File: src/sv/assert_macros.svh
// Assertion macros shared by the odometry RTL.
// Depends on nothing; SYNTH removes the bodies.
`ifndef ASSERT_MACROS_SVH
`define ASSERT_MACROS_SVH
`ifndef SYNTH
`define ASSERT_IMPLIES(label, clk, rst, a, c) \
  label: assert property (@(posedge clk) disable iff (rst) (a) |-> (c)) else $error("%m failed");
`define ASSERT_NEXT(label, clk, rst, a, c) \
  label: assert property (@(posedge clk) disable iff (rst) (a) |=> (c)) else $error("%m failed");
`else
`define ASSERT_IMPLIES(label, clk, rst, a, c)
`define ASSERT_NEXT(label, clk, rst, a, c)
`endif
`endif

File: src/sv/ddoh_pkg.sv
// Types, constants and the arctangent table for the odometry block.
// Used by every module of the block.
`default_nettype none
package ddoh_pkg;
  localparam int COUNT_WIDTH_DEF = 32;
  localparam int CORDIC_STEPS_DEF = 16;
  localparam int CFG_IDX_W = 1;
  localparam int CFG_DATA_W = 24;
  localparam logic [CFG_IDX_W-1:0] REG_MPP = 1'b0;
  localparam logic [CFG_IDX_W-1:0] REG_LIMIT = 1'b1;
  localparam logic signed [33:0] GAIN_Q30 = 34'sd652032874;
  localparam logic signed [33:0] ONE_Q30 = 34'sd1073741824;

  typedef struct packed {
    logic signed [31:0] left_count;
    logic signed [31:0] right_count;
    logic signed [15:0] heading;
  } in_beat_t;

  typedef struct packed {
    logic signed [31:0] pos_x;
    logic signed [31:0] pos_y;
    logic signed [15:0] quat_z;
    logic signed [15:0] quat_w;
  } out_beat_t;

  typedef struct packed {
    logic load;
    logic cordic_init;
    logic cordic_half;
    logic cordic_step;
    logic cordic_end;
    logic mul_x;
    logic mul_y;
    logic commit;
  } cmd_t;

  typedef struct packed {
    logic last_step;
  } status_t;

  function automatic logic signed [33:0] atan_at(input logic [4:0] i);
    logic signed [33:0] r;
    case (i)
      5'd0: r = 34'sd536870912;  5'd1: r = 34'sd316933406;
      5'd2: r = 34'sd167458907;  5'd3: r = 34'sd85004756;
      5'd4: r = 34'sd42667331;   5'd5: r = 34'sd21354465;
      5'd6: r = 34'sd10679838;   5'd7: r = 34'sd5340245;
      5'd8: r = 34'sd2670163;    5'd9: r = 34'sd1335087;
      5'd10: r = 34'sd667544;    5'd11: r = 34'sd333772;
      5'd12: r = 34'sd166886;    5'd13: r = 34'sd83443;
      5'd14: r = 34'sd41722;     5'd15: r = 34'sd20861;
      5'd16: r = 34'sd10430;     5'd17: r = 34'sd5215;
      5'd18: r = 34'sd2608;      5'd19: r = 34'sd1304;
      5'd20: r = 34'sd652;       5'd21: r = 34'sd326;
      5'd22: r = 34'sd163;       5'd23: r = 34'sd81;
      default: r = 34'sd0;
    endcase
    return r;
  endfunction
endpackage
`default_nettype wire

File: src/sv/ddoh_ctrl.sv
// Sequencer for the odometry block: load, two CORDIC passes, multiplies.
// Depends on ddoh_pkg.
`default_nettype none
module ddoh_ctrl (
  input  wire logic clk,
  input  wire logic rst,
  input  wire logic in_valid,
  output logic in_ready,
  output logic out_valid,
  input  wire logic out_ready,
  input  wire ddoh_pkg::status_t status,
  output ddoh_pkg::cmd_t cmd
);
  typedef enum logic [2:0] {
    S_IDLE, S_INIT, S_ITER, S_FULL_END, S_MULX, S_MULY, S_HALF_END, S_OUT
  } state_t;
  state_t state;
  logic second;

  assign in_ready = (state == S_IDLE);
  assign out_valid = (state == S_OUT);

  always_comb begin
    cmd = '0;
    cmd.load = (state == S_IDLE) && in_valid;
    cmd.cordic_init = (state == S_INIT);
    cmd.cordic_half = second;
    cmd.cordic_step = (state == S_ITER);
    cmd.cordic_end = (state == S_FULL_END) || (state == S_HALF_END);
    cmd.mul_x = (state == S_MULX);
    cmd.mul_y = (state == S_MULY);
    cmd.commit = (state == S_HALF_END);
  end

  always_ff @(posedge clk) begin
    if (rst) begin
      state <= S_IDLE;
      second <= 1'b0;
    end else begin
      unique case (state)
        S_IDLE: if (in_valid) begin
          state <= S_INIT;
          second <= 1'b0;
        end
        S_INIT: state <= S_ITER;
        S_ITER: if (status.last_step) state <= second ? S_HALF_END : S_FULL_END;
        S_FULL_END: state <= S_MULX;
        S_MULX: state <= S_MULY;
        S_MULY: begin
          state <= S_INIT;
          second <= 1'b1;
        end
        S_HALF_END: state <= S_OUT;
        S_OUT: if (out_ready) state <= S_IDLE;
        default: state <= S_IDLE;
      endcase
    end
  end
endmodule
`default_nettype wire

File: config.mk
export PLATFORM = sky130hd
export DESIGN_NAME = ddoh_ctrl
export DESIGN_NICKNAME = d
export VERILOG_FILES = /design/src/sv/assert_macros.svh /design/src/sv/ddoh_pkg.sv /design/src/sv/ddoh_ctrl.sv
export SDC_FILE = /design/constraint.sdc
export NUM_CORES = 1
export LEC_CHECK = 0
export BUFFER_PORTS_ARGS = -buffer_cell sky130_fd_sc_hd__buf_2
export CAP_MARGIN = 20
export CORE_AREA = 3 3 40 42
export DETAILED_ROUTE_END_ITERATION = 6
export DIE_AREA = 0 0 43 45
export GPL_TIMING_DRIVEN = 0
export HOLD_SLACK_MARGIN = 0.06
export SLEW_MARGIN = 20
export SYNTH_ARGS = -nofsm -noshare
export SYNTH_HDL_FRONTEND = slang
export SYNTH_SLANG_ARGS = --single-unit
File: constraint.sdc
create_clock -name clk -period 1.65 [get_ports clk]
set_input_delay 0.0825 -clock clk [delete_from_list [all_inputs] [get_ports clk]]
set_output_delay 0.0825 -clock clk [all_outputs]
set_load 0.01 [all_outputs]
# ---- Word-level counts from Yosys, hierarchy flattened
# Index checks and enable logic that the tools add are counted.
dict set report word_totals {
  out_inout_bits 10
  word_cells 25
  inputBits 5
  ff_bits 4
}
dict set report op_classes {
  muxes 7
  eq_ne 10
  n_reduce_logical 6
}
# cell n
set ops {}
lappend ops {{$pmux W3 S8} 1}
lappend ops {{$eq A3 B3 Y1 const B} 4}
lappend ops {{$mux W3} 4}
lappend ops {{$eq A3 B2 Y1 const B} 2}
lappend ops {{$ne A2 B2 Y1 const B} 2}
lappend ops {{$eq A3 B1 Y1 const B} 1}
lappend ops {{$logic_not A3 Y1} 1}
lappend ops {{$reduce_and A3 Y1} 1}
lappend ops {{$ne A2 B1 Y1 const B} 1}
lappend ops {{$pmux W1 S2} 1}
lappend ops {{$reduce_and A2 Y1} 1}
lappend ops {{$reduce_bool A2 Y1} 1}
lappend ops {{$logic_and A1 B1 Y1} 1}
lappend ops {{$logic_or A1 B1 Y1} 1}
lappend ops {{$mux W1} 1}

# ---- Longest topological paths before layout
# Gate-level depths: netlist of run 1.
dict set report depth {
  word_depth 3
  ltp_mapped 4
}

# ---- Least setup slack after synthesis of run 1
# Ideal clock, no wire load.
dict set report synth_timing {
  kind {flip-flop to output port}
  startpoint {reg state[2]}
  endpoint {out cmd[1] (netlist bit)}
  stages_incl_launch_ff 4
  path_buffers 1
  path_slack_ns 0.767
  t_arrival_ns 0.801
  path_cell_list {dfxtp_1 buf_4 inv_2 nor3_1}
}
# item line
set synth_rtl {}
lappend synth_rtl {{start: declaration} ddoh_ctrl.sv:17} ;# state_t state;
lappend synth_rtl {{start signal: assignment} ddoh_ctrl.sv:46} ;# S_ITER: if (status.last_step) state <= second ? S_HALF_END : S_FULL_END;
lappend synth_rtl {{end: declaration} ddoh_ctrl.sv:12} ;# output ddoh_pkg::cmd_t cmd

# ---- Final worst setup path of run 1
dict set report layout_timing {
  startpoint {reg state[1]}
  endpoint {out out_valid}
}
dict set report layout_between {
  elab_chain_len 1
}
# item line
set layout_lines {}
lappend layout_lines {{$eq A3 B3 Y1} ddoh_ctrl.sv:21} ;# assign out_valid = (state == S_OUT);
lappend layout_lines {{end: declaration} ddoh_ctrl.sv:9} ;# output logic out_valid,
# Every way passes these cells.

==> results.ini, run 1 <==
[yosys]
synth-edff-count = 0
seq_area_frac_synth_pct = 25.50
netlist.area_leader.share_pct = 25.50
postSynthRegisterBits = 4
synth_common_cells = dfxtp_1, nor3_1, buf_4, nand2_1
syn_nets = 43
yosysWarnings = 0
avgSynthCellArea_um2 = 8.265
yosys_most_used_dff = dfxtp_1
synth_top_cell_by_area = dfxtp_1
synthTopCellsByArea = dfxtp_1, buf_4, nor3_1
syn_area_um2 = 314.1
async_flop_share_pct = 0
synth_cell_type_count = 23
syn_inst = 38

[global_route]
grt_max_degree = 11
grt_pass1_vias = 285
gr-total-overflow = 0
grt_pass1_wl_um = 1069
grt_usage_pct = 7.577
antenna_found_initial = 0

[setup_path]
rr_startpoint = state[1]
r2r_setup_slack_ns = 0.70
cp.required_ns = 1.57
crit_fanout = 10
path_delay_family = flip-flops
critical_path_class = reg2out
crit_arrival_ns = 1.11
endpoint_kind = output port
cp_num_buf_inv = 2
cpPeakStageDelay_ns = 0.41
cpMaxStageDelayCell = dfxtp_1
critPathLaunchType = flip-flop
crit_chain = buf_4 -> and3_2 -> buf_2
worst_r2r_endpoint = second
worst-r2r-cell-count = 3

[pwr]
leakagePower_nw = 0.2402
peakVddDrop_v = 0.0002358
p_per_area_nw_per_um2 = 823.3

[route]
viasPerCell = 4.437
route.final.wire_length_um = 685
drt_iter0_drc = 0
vias = 315
postRouteAntennaNets = 0
drc = 0
wl_per_cell_um = 9.648
drtPass1Iterations = 1

[die]
die_x_um = 43
ios = 15
die_h_um = 45
core_region_area_um2 = 1285
start_util_pct = 24.44
die_area_um2 = 1935
rows = 13

[clock_tree]
clk_path_buf_depth = 2
clk_latency_ns = 0.23
cts_tree = yes
post-cts-setup-buffers = 0
cts-root-buf = clkbuf_4
cts_max_level = 1
cts.sinks = 4
post_cts_resized = 0
clkTransAtPathRegs_ns = 0.04
numCtsBuffers = 3
hold_buffers = 1

[timing]
period_share_pct = 72.39
worstMarginPinSlew_ns = 0.1892
setup_tns_ns = 0
max_slew_margin_pct = 87.37
rsz0062_at_grt = no
hold_viol = 0
slew_violations = 0
setup_violations = 0
skew_ns = 0.002435
fmax_mhz = 837.2
min_period_ns = 1.194

[worst_hold_path]
min_to = state[0]
hp-start = out_ready
whs_path_depth = 3
hp-class = in2reg

[outcome]
status = completed

[layout]
fin_nets = 63
syn2layout_area_growth_pct = 38.65
fillers = 143
n_antenna_cell = 0
drive_gt1_share_pct = 50.00
post-route-util_pct = 33.89

[place]
port_buffers = 14
gp_congestion = 0.7127

[run]
drv_cap = 0

routing by layer:
metal,GRT usage (%),vias to the layer above,part of all wire [%]
li1,-,168,-
met1,8.675,138,44
met2,11.08,9,47
met3,3.586,0,8.8
met4,5.422,0,0
met5,0,-,0
power breakdown:
part | total, W | internal, W | switching, W
clock network | 0.000115 | 0.0000809 | 0.0000343
logic | 0.000130 | 0.0000627 | 0.0000672
registers | 0.000113 | 0.000106 | 0.00000788
cell type report:
cell class	count	area (µm²)	share of cell area [%]
repair buffers	15	80.08	18.39
inverters	3	11.26	2.586
flip-flops and latches	4	80.08	18.39
multi-input cells	27	188.9	43.39
plain buffers	4	33.78	7.759
well taps	15	18.77	4.310
clock buffers	3	22.52	5.172
placed cells by master, fill, tap and decap left out, types with 2 or more instances in the layout:
cell type	synthesis	final
buf_2	0	14
nor3_1	4	4
dfxtp_1	4	4
buf_4	3	3
nand2_1	3	3
clkbuf_4	0	3
inv_1	2	2
and3_1	2	2
o21ai_1	2	2
a21oi_1	2	2
o211a_1	2	2
worst min-delay path, delay by kind of cell:
kind | cells | cell delay [ns]
buf+inv | 1 | 0.10
compound gates | 1 | 0.12
simple gates | 1 | 0.07
state kept, by name, summed over array words and instances (netlist names):
| register | flops |
|---|---|
| state | 3 |
| second | 1 |
kinds of logic (layout without fill, tap and decap cells):
group / Yosys count / count (layout) / synth area share [%]
xor+xnor: 1 / 1 / 2.789
simple gates: 16 / 16 / 31.48
buf+inv: 7 / 25 / 14.34
compound gates: 10 / 10 / 25.90
flops: 4 / 4 / 25.50
per-stage QoR:
stage / cell area [µm²] / cells / worst slack, ns / total power, W / hold WS [ns]
2_1_floorplan: 314.1 / 38 / 0.7666 / 0.0002057 / 0.1471
3_5_place_dp: 402.9 / 67 / 0.7004 / 0.0002436 / 0.3014
3_3_place_gp: 402.9 / 67 / 0.7090 / 0.0002419 / 0.2989
6_report: 435.4 / 71 / 0.4555 / 0.0003585 / 0.1993
4_1_cts: 435.4 / 71 / 0.4493 / 0.0003667 / 0.1828
5_1_grt: 435.4 / 71 / 0.3969 / 0.0003846 / 0.2177
worst max-delay path by stage:
stage,startpoint,end,slack (ns),cells past startpoint
floorplan,state[2],cmd[1],0.77,3
global placement,state[1],out_valid,0.71,3
detailed placement,state[1],second,0.70,3
CTS,state[2],cmd[3],0.45,4
global route,state[2],cmd[1],0.40,4
finish,state[1],out_valid,0.46,3
Note: power is estimated with default switching activity, not from simulation.
==> run 2: changes to the inputs <==
Clock period 1.65 ns to 1.2 ns, I/O delays scaled along.
==> results.ini, run 2 (synthesis gave the netlist of run 1 again) <==
[outcome]
status = completed  ; unchanged

[die]
core_region_area_um2 = 1285  ; unchanged
die_x_um = 43  ; unchanged
rows = 13  ; unchanged
start_util_pct = 24.44  ; unchanged
die_h_um = 45  ; unchanged
die_area_um2 = 1935  ; unchanged
ios = 15  ; unchanged

[layout]
fillers = 147  ; was 143
largest_reg_flops = 3  ; unchanged
reg_top3 = state: 3 flops, second: 1 flops  ; unchanged
syn2layout_area_growth_pct = 41.83  ; was 38.65%
n_antenna_cell = 0  ; unchanged
final_common_cell = buf_2  ; unchanged
final-instance-count-excl-fill = 71  ; unchanged
fin_nets = 63  ; unchanged
drive_gt1_share_pct = 53.57  ; was 50.00%
regMostFlops = state  ; unchanged
layout_common_cells = buf_2, nand2_1, nor3_1, clkbuf_4, dfxtp_1  ; was buf_2, nor3_1, dfxtp_1

[route]
vias = 316  ; was 315
route.final.wire_length_um = 697  ; was 685 µm
drc = 0  ; unchanged
wl_per_cell_um = 9.817  ; was 9.648 µm
drtPass1Iterations = 1  ; unchanged
drt_iter0_drc = 0  ; unchanged
postRouteAntennaNets = 0  ; unchanged
viasPerCell = 4.451  ; was 4.437

[clock_tree]
cts-root-buf = clkbuf_4  ; unchanged
post-cts-setup-buffers = 0  ; unchanged
clk_latency_ns = 0.23  ; about the same
cts.sinks = 4  ; unchanged
cts_tree = yes  ; unchanged
numCtsBuffers = 3  ; unchanged
clk_path_buf_depth = 2  ; unchanged
clkTransAtPathRegs_ns = 0.03  ; was 0.04 ns
cts_max_level = 1  ; unchanged

[setup_path]
r2r_setup_slack_ns = 0.26  ; was 0.70 ns
cp.required_ns = 1.14  ; was 1.57 ns
critPathLaunchType = flip-flop  ; unchanged
crit_arrival_ns = 1.08  ; was 1.11 ns
rr_startpoint = state[0]  ; was state[1]
endpoint_kind = output port  ; unchanged
worst_r2r_endpoint = second  ; unchanged
worst-r2r-cell-count = 4  ; was 3
crit_fanout = 10  ; unchanged
critical_path_class = reg2out  ; unchanged

[timing]
slew_violations = 0  ; unchanged
max_slew_margin_pct = 87.15  ; was 87.37%
worstMarginPinSlew_ns = 0.1926  ; was 0.1892 ns
setup_tns_ns = 0  ; unchanged
setup_violations = 0  ; unchanged
min_period_ns = 1.143
fin_ws_ns = 0.05697  ; was 0.4555 ns
hold_viol = 0  ; unchanged
rsz0062_at_grt = no  ; unchanged
skew_ns = 0.002435  ; unchanged
fmax_mhz = 874.9
period_share_pct = 95.25

[global_route]
grt_usage_pct = 7.577  ; unchanged
grt_max_degree = 11  ; unchanged
use_met2_pct = 11.08  ; unchanged
busiest_layer = met2  ; unchanged
met1_usage_pct = 8.675  ; unchanged
grt_pass1_vias = 285  ; unchanged
grt_util_met3_pct = 3.586  ; unchanged
gr-total-overflow = 0  ; unchanged
grt_pass1_wl_um = 1069  ; unchanged
antenna_found_initial = 0  ; unchanged

[place]
gp_congestion = 0.7127  ; unchanged
dp.cells = 67  ; unchanged
pre_cts_slack_ns = 0.2504  ; was 0.7004 ns
port_buffers = 14  ; unchanged

[worst_hold_path]
hp-class = in2reg  ; unchanged
whs_path_depth = 3  ; unchanged
min_to = state[0]  ; unchanged
hp-start = out_ready  ; unchanged

[pwr]
pwr-share-clk_pct = 31.9  ; was 32.1%
p_per_area_nw_per_um2 = 1115  ; was 823.3 nW/µm²
peakVddDrop_v = 0.0003246  ; was 0.0002358 V
leakagePower_nw = 0.2415  ; was 0.2402 nW
swShare_pct = 30.63  ; was 30.49%
p_seq_share_pct = 31.7  ; about the same
p_comb_share_pct = 36.4  ; was 36.2%
p_int_w = 0.0003446  ; was 0.0002492 W
switching_power_w = 0.0001521  ; was 0.0001093 W
finalPower_w = 0.0004967  ; was 0.0003585 W

[run]
drv_cap = 0  ; unchanged

-- run 2: worst max path at each step --
| stage | start | to | slack [ns] |
|---|---|---|---|
| floorplan | state[0] | second | 0.33 |
| global placement | state[1] | state[2] | 0.27 |
| detailed placement | state[1] | second | 0.25 |
| CTS | state[2] | cmd[3] | 0.02 |
| global route | state[0] | cmd[6] | 0.003 |
| finish | state[0] | cmd[6] | 0.06 |
-- run 2: metrics by stage --
stage	hold WS (ns)	util [%]	area (µm²)
after floorplan	0.1246	-	314.1
after global placement	0.2764	31.35	402.9
after detailed placement	0.2789	31.35	402.9
after CTS	0.1603	33.89	435.4
after global routing	0.1952	34.66	445.4
final	0.1766	34.66	445.4
-- run 2: timing repair --
action,CTS,global route
endpoints found under the hold margin,2,0
gates resized for setup,0,3
setup endpoints to repair,0,7
hold buffers,1,0
-- run 2: area by class of cell --
class	count	area (µm²)	area share, %
multi-input combinational	27	193.9	43.54
sequential	4	81.33	18.26
timing repair buffer	15	80.08	17.98
buffer	4	37.54	8.427
clock buffer	3	22.52	5.056
tap	15	18.77	4.213
inverter	3	11.26	2.528
-- run 2: worst max-delay path, stage by stage (launching register included) --
cell and delay [ns]:
dfxtp_1 0.33, buf_6 0.14, and2b_4 0.16, nand2_1 0.06, inv_1 0.05, buf_2 0.11
-- run 2: per-layer routing --
layer / up-vias / part of all wire, %
met2: 9 / 48
met4: 0 / 0
met5: - / 0
met1: 139 / 43
met3: 0 / 8.6
li1: 168 / -
-- run 2: power groups by stage --
stage	sequential, W	clock, W	combinational (W)
after floorplan	0.000155	0	0.000128
after global placement	0.000157	0	0.000175
after detailed placement	0.000158	0	0.000177
after CTS	0.000156	0.000168	0.000180
after global routing	0.000158	0.000175	0.000200
final	0.000157	0.000158	0.000181
